--- src/hw/rtl/idq_pkg.sv ---
package idq_pkg;

	// command codes
	localparam logic [3:0] OP_PUSH_BACK  = 4'd0;
	localparam logic [3:0] OP_PUSH_FRONT = 4'd1;
	localparam logic [3:0] OP_POP_BACK   = 4'd2;
	localparam logic [3:0] OP_POP_FRONT  = 4'd3;
	localparam logic [3:0] OP_READ_BACK  = 4'd4;
	localparam logic [3:0] OP_READ_FRONT = 4'd5;
	localparam logic [3:0] OP_READ_AT    = 4'd6;
	localparam logic [3:0] OP_INSERT_AT  = 4'd7;
	localparam logic [3:0] OP_REMOVE_AT  = 4'd8;
	localparam logic [3:0] OP_CLEAR      = 4'd9;

	// status codes
	localparam logic [1:0] ST_OK    = 2'd0;
	localparam logic [1:0] ST_RANGE = 2'd1;
	localparam logic [1:0] ST_FULL  = 2'd2;

	// shift kinds for the cell row
	localparam logic [1:0] SH_NONE   = 2'd0;
	localparam logic [1:0] SH_INSERT = 2'd1;
	localparam logic [1:0] SH_REMOVE = 2'd2;

	localparam logic signed [31:0] ERR_DATA = -32'sd1;

	typedef struct packed {
		logic [1:0]         kind;
		logic signed [31:0] value;
	} idq_shift_t;

	typedef struct packed {
		logic               empty_res;
		logic [6:0]         count;
		logic [1:0]         status;
		logic signed [31:0] data;
	} idq_result_t;

endpackage

--- src/hw/rtl/idq_cell.sv ---
module idq_cell
	import idq_pkg::*;
#(
	parameter int CAPACITY = 64,
	parameter int INDEX    = 0
) (
	input  logic                        clk,
	input  idq_shift_t                  shift,
	input  logic [$clog2(CAPACITY)-1:0] at,
	input  logic signed [31:0]          left,
	input  logic signed [31:0]          right,
	output logic signed [31:0]          entry,
	output logic signed [31:0]          tap
);

	localparam int IW = $clog2(CAPACITY);
	localparam logic [IW-1:0] MY_IDX = IW'(INDEX);

	logic signed [31:0] entry_q;

	// move toward the back on insert, toward the front on remove
	always_ff @(posedge clk) begin
		case (shift.kind)
			SH_INSERT: begin
				if (MY_IDX > at) begin
					entry_q <= left;
				end else if (MY_IDX == at) begin
					entry_q <= shift.value;
				end
			end
			SH_REMOVE: begin
				if (MY_IDX >= at) begin
					entry_q <= right;
				end
			end
			default: begin
			end
		endcase
	end

	assign entry = entry_q;
	// contributes to the read bus only when addressed
	assign tap = (MY_IDX == at) ? entry_q : 32'sd0;

endmodule

--- config.mk ---
export PLATFORM = sky130hd
export DESIGN_NAME = idq_cell
export DESIGN_NICKNAME = d
export VERILOG_FILES = /design/src/hw/rtl/idq_pkg.sv /design/src/hw/rtl/idq_cell.sv
export SDC_FILE = /design/constraint.sdc
export NUM_CORES = 1
export LEC_CHECK = 0
export BUFFER_PORTS_ARGS = -buffer_cell sky130_fd_sc_hd__clkbuf_2
export CAP_MARGIN = 30
export CORE_UTILIZATION = 38
export DETAILED_ROUTE_END_ITERATION = 8
export PLACE_DENSITY = 0.85
export SETUP_SLACK_MARGIN = 0.5
export SYNTH_ARGS = -nofsm -noshare
export SYNTH_HDL_FRONTEND = slang
export SYNTH_SLANG_ARGS = --single-unit
export TNS_END_PERCENT = 5
--- constraint.sdc ---
create_clock -name clk -period 3.19 [get_ports clk]
set_input_delay 0.4785 -clock clk [delete_from_list [all_inputs] [get_ports clk]]
set_output_delay 0.4785 -clock clk [all_outputs]
set_load 0.1 [all_outputs]
Word-level counts from Yosys, hierarchy flattened. Index checks and enable logic that the tools add are counted.

Bits in registers: 32. Bits of input ports: 105. Logic and storage cells: 15.

$lt $le $gt $ge: 2. Equal/unequal tests: 4. Multiplexer cells: 5. Reduce and logical (&&, ||, !) cells: 3.

Operators with widths (count): 32-bit two-way mux (4); 32-bit one-hot mux with 2 select lines (1); 1-bit by 6-bit >= comparator with 1-bit output, first input constant (1); 1-bit by 6-bit greater-than comparator with 1-bit output, first input constant (1); 6-bit logical NOT (1); 3-bit inequality test, second input constant (1); 3-bit AND reduction (1); 2-bit by 1-bit equality test with 1-bit output, second input constant (1); 2-bit equality test, second input constant (1); 2-bit inequality test, second input constant (1); 2-bit nonzero test (1).

Longest topological paths before layout.
Depth in word-level cells: 4. Gate-level depth with buffers: 4.

Worst setup path before layout. Ideal clock, no wire load.

Kind: reg-to-output. Start point: register entry_q[10], in the netlist entry[10]. End point: output tap[10]. Arrival time: 1.840 ns. Data required time: 2.711 ns. Path slack: 0.872 ns. Stages on the path, launching flop included: 2. Cells stage by stage: edfxtp_1 -> and3_1.

Longest elaborated chain between the ends: 1.

RTL lines: start: declaration (line idq_cell.sv:19) `logic signed [31:0] entry_q;`; start signal: assignment (line idq_cell.sv:26) `entry_q <= left;`; start signal: assignment (line idq_cell.sv:28) `entry_q <= shift.value;`; start signal: assignment (line idq_cell.sv:33) `entry_q <= right;`; 32-bit two-way mux (line idq_cell.sv:43) `assign tap = (MY_IDX == at) ? entry_q : 32'sd0;`; end: declaration (line idq_cell.sv:13) `output logic signed [31:0] tap`.

Every way passes these cells.

Worst setup path after layout.
Start point: input at[3]. End point: output tap[4].

Longest elaborated chain between the ends: 2.

RTL lines: start: declaration (line idq_cell.sv:9) `input logic [$clog2(CAPACITY)-1:0] at,`; 6-bit logical NOT (line idq_cell.sv:43); 32-bit two-way mux (line idq_cell.sv:43).

Every way passes these cells.

==> out/metrics.cfg <==
[yosys]
yosys_warnings=0
yosys.area.top_type_share_pct=56.9
avgSynthCellArea_sq_um=15.2
synth_top_cells_by_area=edfxtp_1 (57%), mux2_2 (17%), and3_1 (11%), mux2_4 (6.2%), buf_6 (4.7%)
syn-num-nets=216
synthesis.area_sq_um=1690
synth-compound-area-share_pct=0
synthAdderAreaFrac_pct=0
yosysSeqAreaShare_pct=56.9
synth_cells=111
synth_top_family_by_area=multiplexers
ys_seq_elements=32
synth_xor_area_share_pct=0.519
muxShareOfSynthArea_pct=22.9
synthSimpleGateAreaFrac_pct=14.3
yosys.area.top_type=edfxtp_1
synth_cell_types=11

[floorplan]
dieArea_sq_um=4710
die_w_um=68.6
die_height_um=68.6
num_io_pins=169
num_rows=23
initial_core_util_pct=40.7
core_region_area_sq_um=4140

[hold_path]
worstHoldStart=right[1]
hp-class=in -> reg

[cts]
cts.sinks=32
clockBufferDepth=2
cts.repair.resized=0
cts_setup_buffers=0
cts_root_buf=clkbuf_8
cts.clk_slew.worst_paths_ns=0.07
cts.htree.levels=2
postCtsHoldBufs=0
cts_tree=built
cts_made_buffers=5

[final_layout]
drive_above_1_share_pct=74.0
area_delta_synth_final_pct=48.9
largest_reg_flops=32
final_cell_area_sq_um=2510
finish.utilization_pct=60.6
nets=354
diodes=0

[pwr]
p_leak_nw=1.31
power-per-cell-area_nw_per_um2=394
p_int_mw=0.769
p_seq_share_pct=47.6
switchingPower_mw=0.220
switching_share_pct=22.3
peakVddDrop_mv=0.244
pwr-share-clk_pct=37.2
comb_power_share_pct=15.2

[sta]
finalMaxSlewViolations=0
setup-violations-final=0
max_freq_mhz=436
min_period_over_period_pct=71.9
rsz0062_at_grt=no
finalSetupTns_ns=0
min_period_ns=2.29
worst_slew_pin_slew_ns=0.800
hold_viol=0
slew_headroom_pct=46.6

[critical_path]
worst_setup_path_start_kind=input pin
critPathKind=in -> out
cp_data_arrival_time_ns=1.82
worstSetupEndpoint=tap[4]
critPathMaxFanout=33
end_kind=output port
crit_required_ns=2.71
critPathLaunch=at[3]

[status]
status=completed

[grt]
grt_remaining_overflow=0
grt_pass1_wl_um=5980
grt_max_degree=34
grt_util_all_layers_pct=18.0
grt_antenna_before_repair=0
first_global_vias=1380

[route]
first_iter_violations=63
routed_wirelength_um=4150
via_count=1448
avgViaCountPerCell=4.83
drc=0
postRouteAntennaNets=0
drt_pre_antenna_iters=4
wl_per_cell_um=13.8

[place]
place.port_buffers=136
gp_congestion=0.732
place_area_sq_um=2410
place_hpwl_um=3170

[job]
cap_violations=0

==> synthesized netlist by cell type <==
master    instances
and3_1           30
nor4_4            1
clkbuf_1          3
buf_6             7
mux2_2           25
nor2b_1           1
edfxtp_1         32
xor2_1            1
mux2_4            7
nor2_1            1
and3_2            3
==> placed cells by master (no fill, tap or decap) <==
master,count
and3_1,30
and3_2,3
buf_4,12
bufinv_16,1
clkbuf_2,129
clkbuf_8,5
clkinv_1,2
edfxtp_1,32
mux2_2,25
mux2_4,7
nor2_2,1
nor2b_4,1
nor4_4,1
xor2_1,1
==> final cells by class <==
type,count,area (sq um)
fill,339,1630
sequential,32,961
timing repair buffer,141,736
multi-input combinational,69,647
clock buffer,5,68.8
clock inverter,3,37.5
tap,50,62.6
==> worst min-delay path by stage <==
stage	slack, ns	cells after the start	to
3_5_place_dp	0.78	2	entry[18]
4_1_cts	0.49	2	entry[1]
5_1_grt	0.48	2	entry[1]
6_report	0.50	2	entry[1]
2_1_floorplan	0.70	1	entry[1]
3_3_place_gp	0.78	2	entry[8]
==> stage by stage <==
step	hold WS [ns]	setup slack [ns]	cells	total power [mW]
2_1_floorplan	0.696	0.872	111	0.577
3_3_place_gp	0.781	0.928	292	0.627
3_5_place_dp	0.783	0.891	292	0.631
4_1_cts	0.491	0.889	300	0.999
5_1_grt	0.483	0.784	300	1.03
6_report	0.497	0.896	300	0.989
==> metal layers <==
metal / global-route usage [%] / part of all wire, %
met5: 0 / 0
met4: 9.90 / 1.4
met1: 17.7 / 36
met3: 4.44 / 6.6
met2: 34.1 / 56
==> logic make-up (layout without fill, tap and decap cells) <==
kind of cell  Yosys count  count (layout)
buf+inv                10             149
flops                  32              32
simple gates           36              36
xor+xnor                1               1
mux                    32              32
==> critical path, cell delays in order <==
cell      delay [ns]
clkbuf_2        0.10
nor4_4          0.25
buf_4           0.31
and3_1          0.21
clkbuf_2        0.46
==> power by group through the flow <==
stage          combinational, mW  clock [mW]  sequential [mW]
6_report                   0.151       0.368            0.471
5_1_grt                    0.162       0.399            0.471
4_1_cts                    0.152       0.376            0.471
3_5_place_dp               0.151           0            0.480
3_3_place_gp               0.147           0            0.480
2_1_floorplan             0.0757           0            0.501
No activity file was read; power rests on OpenSTA's default activity.
