===== src/hw/rtl/idq_pkg.sv =====
package idq_pkg;

	// command codes
	localparam logic [3:0] OP_PUSH_BACK  = 4'd0;
	localparam logic [3:0] OP_PUSH_FRONT = 4'd1;
	localparam logic [3:0] OP_POP_BACK   = 4'd2;
	localparam logic [3:0] OP_POP_FRONT  = 4'd3;
	localparam logic [3:0] OP_READ_BACK  = 4'd4;
	localparam logic [3:0] OP_READ_FRONT = 4'd5;
	localparam logic [3:0] OP_READ_AT    = 4'd6;
	localparam logic [3:0] OP_INSERT_AT  = 4'd7;
	localparam logic [3:0] OP_REMOVE_AT  = 4'd8;
	localparam logic [3:0] OP_CLEAR      = 4'd9;

	// status codes
	localparam logic [1:0] ST_OK    = 2'd0;
	localparam logic [1:0] ST_RANGE = 2'd1;
	localparam logic [1:0] ST_FULL  = 2'd2;

	// shift kinds for the cell row
	localparam logic [1:0] SH_NONE   = 2'd0;
	localparam logic [1:0] SH_INSERT = 2'd1;
	localparam logic [1:0] SH_REMOVE = 2'd2;

	localparam logic signed [31:0] ERR_DATA = -32'sd1;

	typedef struct packed {
		logic [1:0]         kind;
		logic signed [31:0] value;
	} idq_shift_t;

	typedef struct packed {
		logic               empty_res;
		logic [6:0]         count;
		logic [1:0]         status;
		logic signed [31:0] data;
	} idq_result_t;

endpackage


===== src/hw/rtl/idq_outbuf.sv =====
module idq_outbuf
	import idq_pkg::*;
(
	input  logic        clk,
	input  logic        arst_n,
	input  logic        in_valid,
	output logic        in_ready,
	input  idq_result_t in_res,
	output logic        out_valid,
	input  logic        out_ready,
	output idq_result_t out_res
);

	logic        out_valid_q;
	logic        skid_valid_q;
	idq_result_t out_q;
	idq_result_t skid_q;

	assign in_ready = !skid_valid_q;

	// control: main register refills from skid first
	always_ff @(posedge clk or negedge arst_n) begin
		if (!arst_n) begin
			out_valid_q  <= 1'b0;
			skid_valid_q <= 1'b0;
		end else if (out_ready || !out_valid_q) begin
			if (skid_valid_q) begin
				skid_valid_q <= 1'b0;
			end else begin
				out_valid_q <= in_valid;
			end
		end else if (in_valid && !skid_valid_q) begin
			skid_valid_q <= 1'b1;
		end
	end

	// payload
	always_ff @(posedge clk) begin
		if (out_ready || !out_valid_q) begin
			out_q <= skid_valid_q ? skid_q : in_res;
		end else if (in_valid && !skid_valid_q) begin
			skid_q <= in_res;
		end
	end

	assign out_valid = out_valid_q;
	assign out_res   = out_q;

endmodule


===== config.mk =====
export PLATFORM = sky130hd
export DESIGN_NAME = idq_outbuf
export DESIGN_NICKNAME = d
export VERILOG_FILES = /design/src/hw/rtl/idq_pkg.sv /design/src/hw/rtl/idq_outbuf.sv
export SDC_FILE = /design/constraint.sdc
export NUM_CORES = 1
export LEC_CHECK = 0
export BUFFER_PORTS_ARGS = -buffer_cell sky130_fd_sc_hd__buf_2
export CORE_MARGIN = 1.5
export CORE_UTILIZATION = 40
export DETAILED_ROUTE_END_ITERATION = 16
export GPL_TIMING_DRIVEN = 0
export SLEW_MARGIN = 20
export SYNTH_ARGS = -nofsm -noshare
export SYNTH_HDL_FRONTEND = slang
export SYNTH_SLANG_ARGS = --single-unit

===== constraint.sdc =====
create_clock -name clk -period 10.35 [get_ports clk]
set_input_delay 1.5525 -clock clk [delete_from_list [all_inputs] [get_ports clk]]
set_output_delay 1.5525 -clock clk [all_outputs]
set_load 0.02 [all_outputs]

### After elaboration in Yosys (flattened, before gate mapping)

Index checks and enable logic that the tools add are counted.

| storage, ports and cells | value |
|---|---|
| register bits | 86 |
| bits of input ports | 46 |
| output and inout port bits | 44 |
| logic and storage cells | 22 |

| operators by class | value |
|---|---|
| muxes and demuxes | 3 |
| bitwise logic cells | 2 |
| reductions and logical operators | 7 |

Operators by type and width:

| kind | count |
|---|---|
| $mux W42 | 1 |
| $reduce_and A2 Y1 | 2 |
| $logic_not A1 Y1 | 2 |
| $mux W1 | 2 |
| $not A1 Y1 | 2 |
| $reduce_bool A2 Y1 | 1 |
| $logic_and A1 B1 Y1 | 1 |
| $logic_or A1 B1 Y1 | 1 |

### Logic depth before layout (Yosys ltp)

| depth | value |
|---|---|
| depth after elaboration | 4 |
| gate-level depth with buffers | 4 |
| depth with buffers taken out | 2 |

### Least setup slack after synthesis

No wires, ideal clock.

| path | value |
|---|---|
| kind | input port to flip-flop |
| start point | input port out_ready |
| end point | register skid_q[0] (netlist bit), enable pin |
| arrival time | 4.511 ns |
| required time | 9.909 ns |
| slack | 5.398 ns |
| cell stages on the path | 2 |
| cell sequence | nand2b_1 > nor2_1 |

| between the ends | value |
|---|---|
| cells in the longest elaborated chain, start to end | 3 |

Ends and longest elaborated chain:

| what | line | RTL |
|---|---|---|
| start: declaration | idq_outbuf.sv:10 | `input logic out_ready,` |
| $logic_or A1 B1 Y1 | idq_outbuf.sv:39 | `if (out_ready \|\| !out_valid_q) begin` |
| $not A1 Y1 (no line) | -- |  |
| $reduce_and A2 Y1 (no line) | -- |  |
| end signal: assignment | idq_outbuf.sv:42 | `skid_q <= in_res;` |
| end: declaration | idq_outbuf.sv:17 | `idq_result_t skid_q;` |

No other way between the ends.
A chain may end at the register's enable or synchronous reset.

### Worst setup path in the final report

| path | value |
|---|---|
| start point | input port out_ready |
| end point | register skid_q[21] (netlist bit), enable pin |

The elaborated chain is that of the path after synthesis.

==> summary.txt <==
Pwr
  • Leak pwr: 1.65 nW
  • Combinational group share of total power: 14.2%
  • Clock power frac: 29.9%
  • Maximum VDD drop: 0.0000993 V
  • Seq pwr share: 55.9%
  • Sw Ratio: 26.1%
  • Sw Pwr: 0.000197 W
  • Power Dens Cells: 183 nW/µm²
  • Pint: 0.000558 W

Global route
  • Total GRT Usage: 12.5%
  • Largest net degree at the start of global routing: 45
  • Initial antenna violation count: 0
  • First-pass GRT wire length: 8070 µm
  • Grt ovf: 0
  • Vias in the first global route: 1566

Finish
  • Diodes inserted: 0
  • Share of cells above drive strength 1: 62.5%
  • P&R area growth vs syn: 24.0%
  • Fin nets: 289

STA
  • Least-Margin Pin Slew: 623 ps
  • Slew Viols, Final: 0
  • Clock skew: 13.9 ps
  • Max-slew headroom: 58.4%
  • F_max: 344 MHz
  • Setup TNS Final: 0 ps
  • Tmin final: 2910 ps
  • RSZ-0062 raised after global routing: false
  • Final period util: 28.1%
  • Final Hold Fails: 0
  • Final setup viols: 0
  • WHS: 549 ps

Run
  • Max-cap violations: 0

Die
  • Ports: 90
  • Starting Density: 40.9%
  • Die X: 94.2 µm
  • Die height: 94.2 µm
  • Core Region: 8130 µm²
  • Die area: 8860 µm²
  • Rows: 33

Synth
  • Synth area leaders: edfxtp_1 76%, mux2_4 17%, buf_12 2.4%
  • Synthesized flop and latch total: 86
  • Cell count after synthesis: 142
  • Post-Syn Area: 3320 µm²
  • Count of cell types in the netlist: 11
  • Proportion of netlist area held by the largest area contributor: 75.9%
  • Mean Syn Cell Area: 23.4 µm²
  • Yosys Warn Count: 0
  • Post-synth top cells: 84 x edfxtp_1, 38 x mux2_4, 4 x buf_12, 4 x mux2_2, 3 x nor2_1
  • Syn nets: 188
  • Sequential area share after synthesis: 77.4%
  • Most common cell in the synthesized netlist: edfxtp_1
  • Leading area contributor after synthesis: edfxtp_1
  • Ys flop type: edfxtp_1
  • EDFF count, synth: 84
  • Ys async rst share: 2.33%

Worst setup path
  • Worst EP required: 10410 ps
  • Reg2Reg Depth: 3
  • Critical path launch point type: primary input
  • Worst Path Arrival: 2970 ps
  • CP max FO: 44
  • Crit path capture type: flop
  • Crit path kind: primary input to flop

Detailed routing
  • DRT Pass-1 Iters: 4
  • DR vias: 1593
  • Post-route DRC: 0
  • DRT iter0 DRCs: 52
  • WL/cell: 15.0 µm
  • Detailed Route WL: 5300 µm
  • DR vias/cell: 4.51
  • Routed Antenna Nets: 0

Run status
  • Outcome: finished clean

Clock network
  • Post-CTS Setup Inserts: 0
  • Clock sinks: 86
  • Number of CTS-inserted buffers: 9
  • CTS tree: built
  • # resized after CTS: 0
  • Hold Buf Count CTS: 0
  • Buffer levels on the longest clock path: 2
  • Worst skew pair latency: 350 ps
  • Clock root buffer: clkbuf_8
  • H-tree level count: 3
  • CTS clk-pin slew, worst paths: 100 ps

Worst hold path
  • Hold path depth: 1
  • Worst hold path class: flop to flop

Placement
  • Routability cong.: 0.659
  • # port buffers: 89
  • HPWL Detailed: 3540 µm
-- power groups by stage --
stage,combinational [W],clock (W),sequential (W)
final,0.000107,0.000225,0.000422
after floorplan,0.0000453,0,0.000457
after global placement,0.000106,0,0.000432
after detailed placement,0.000109,0,0.000430
after CTS,0.000110,0.000235,0.000423
after global routing,0.000115,0.000247,0.000425
-- worst max-delay path, cell delays in order --
cell and delay, ps:
buf_2 100, nand2b_4 420, nor2_4 610, buf_12 260
-- area by class of cell --
type	count	area (µm²)
clock buffers	9	124
plain buffers	5	91.3
well taps	105	131
repair buffers	90	465
fillers	685	4010
inverters	2	7.51
clock inverters	7	62.6
multi-input cells	49	667
flip-flops and latches	86	2570
-- flip-flops by register name, indices dropped and copies added (netlist names) --
name and flops:
skid_valid_q 1, out_res 42, out_valid 1, skid_q 42
-- worst paths after layout --
path                                  startpoint                  endpoint  slack (ps)
hold / removal              skid_q[23]$_DFFE_PP_     out_res[23]$_DFFE_PP_         550
min in group asynchronous                 arst_n     out_valid$_DFFE_PN0P_         970
setup / recovery                       out_ready      skid_q[21]$_DFFE_PP_        7440
hold reg to reg             skid_q[23]$_DFFE_PP_     out_res[23]$_DFFE_PP_         550
setup reg to reg           out_valid$_DFFE_PN0P_      skid_q[21]$_DFFE_PP_        8400
max in group asynchronous                 arst_n  skid_valid_q$_DFFE_PN0P_        9270
-- metal layers --
layer | track usage, % | part of all wire, %
met1 | 15.9 | 43
met2 | 19.2 | 50
met3 | 4.53 | 5.6
met4 | 5.60 | 1.6
met5 | 0 | 0
-- layout by cell type, fill, tap and decap left out --
master / netlist / routed
inv_8: 0 / 2
inv_1: 2 / 2
edfxtp_1: 84 / 84
clkinv_2: 0 / 1
dfrtp_1: 2 / 2
mux2_4: 38 / 38
buf_2: 0 / 89
and2b_1: 1 / 1
o21ai_0: 1 / 1
clkbuf_8: 0 / 9
nand2b_4: 0 / 1
nor2_1: 3 / 2
buf_12: 4 / 5
buf_6: 1 / 1
nor2_4: 0 / 1
inv_6: 0 / 4
mux2_2: 4 / 4
nand2b_1: 2 / 1
-- kinds of logic (layout without fill, tap and decap cells) --
family / after synthesis / after routing / synth area share [%]
AND/OR/NAND/NOR: 6 / 6 / 0.941
AO/OA/AOI/OAI: 1 / 1 / 0.150
flip-flops: 86 / 86 / 77.4
buffers and inverters: 7 / 113 / 2.97
multiplexers: 42 / 42 / 18.5
-- per-stage QoR --
stage          power (W)  area (µm²)  instances  setup slack [ps]  utilization, %
2_1_floorplan   0.000502        3320        142              5400               -
3_3_place_gp    0.000538        3900        336              3610            47.9
3_5_place_dp    0.000540        3940        337              6980            48.4
4_1_cts         0.000767        4120        353              7370            50.7
5_1_grt         0.000787        4120        353              7280            50.7
6_report        0.000755        4120        353              7440            50.7
Note: power is estimated with default switching activity, not from simulation.
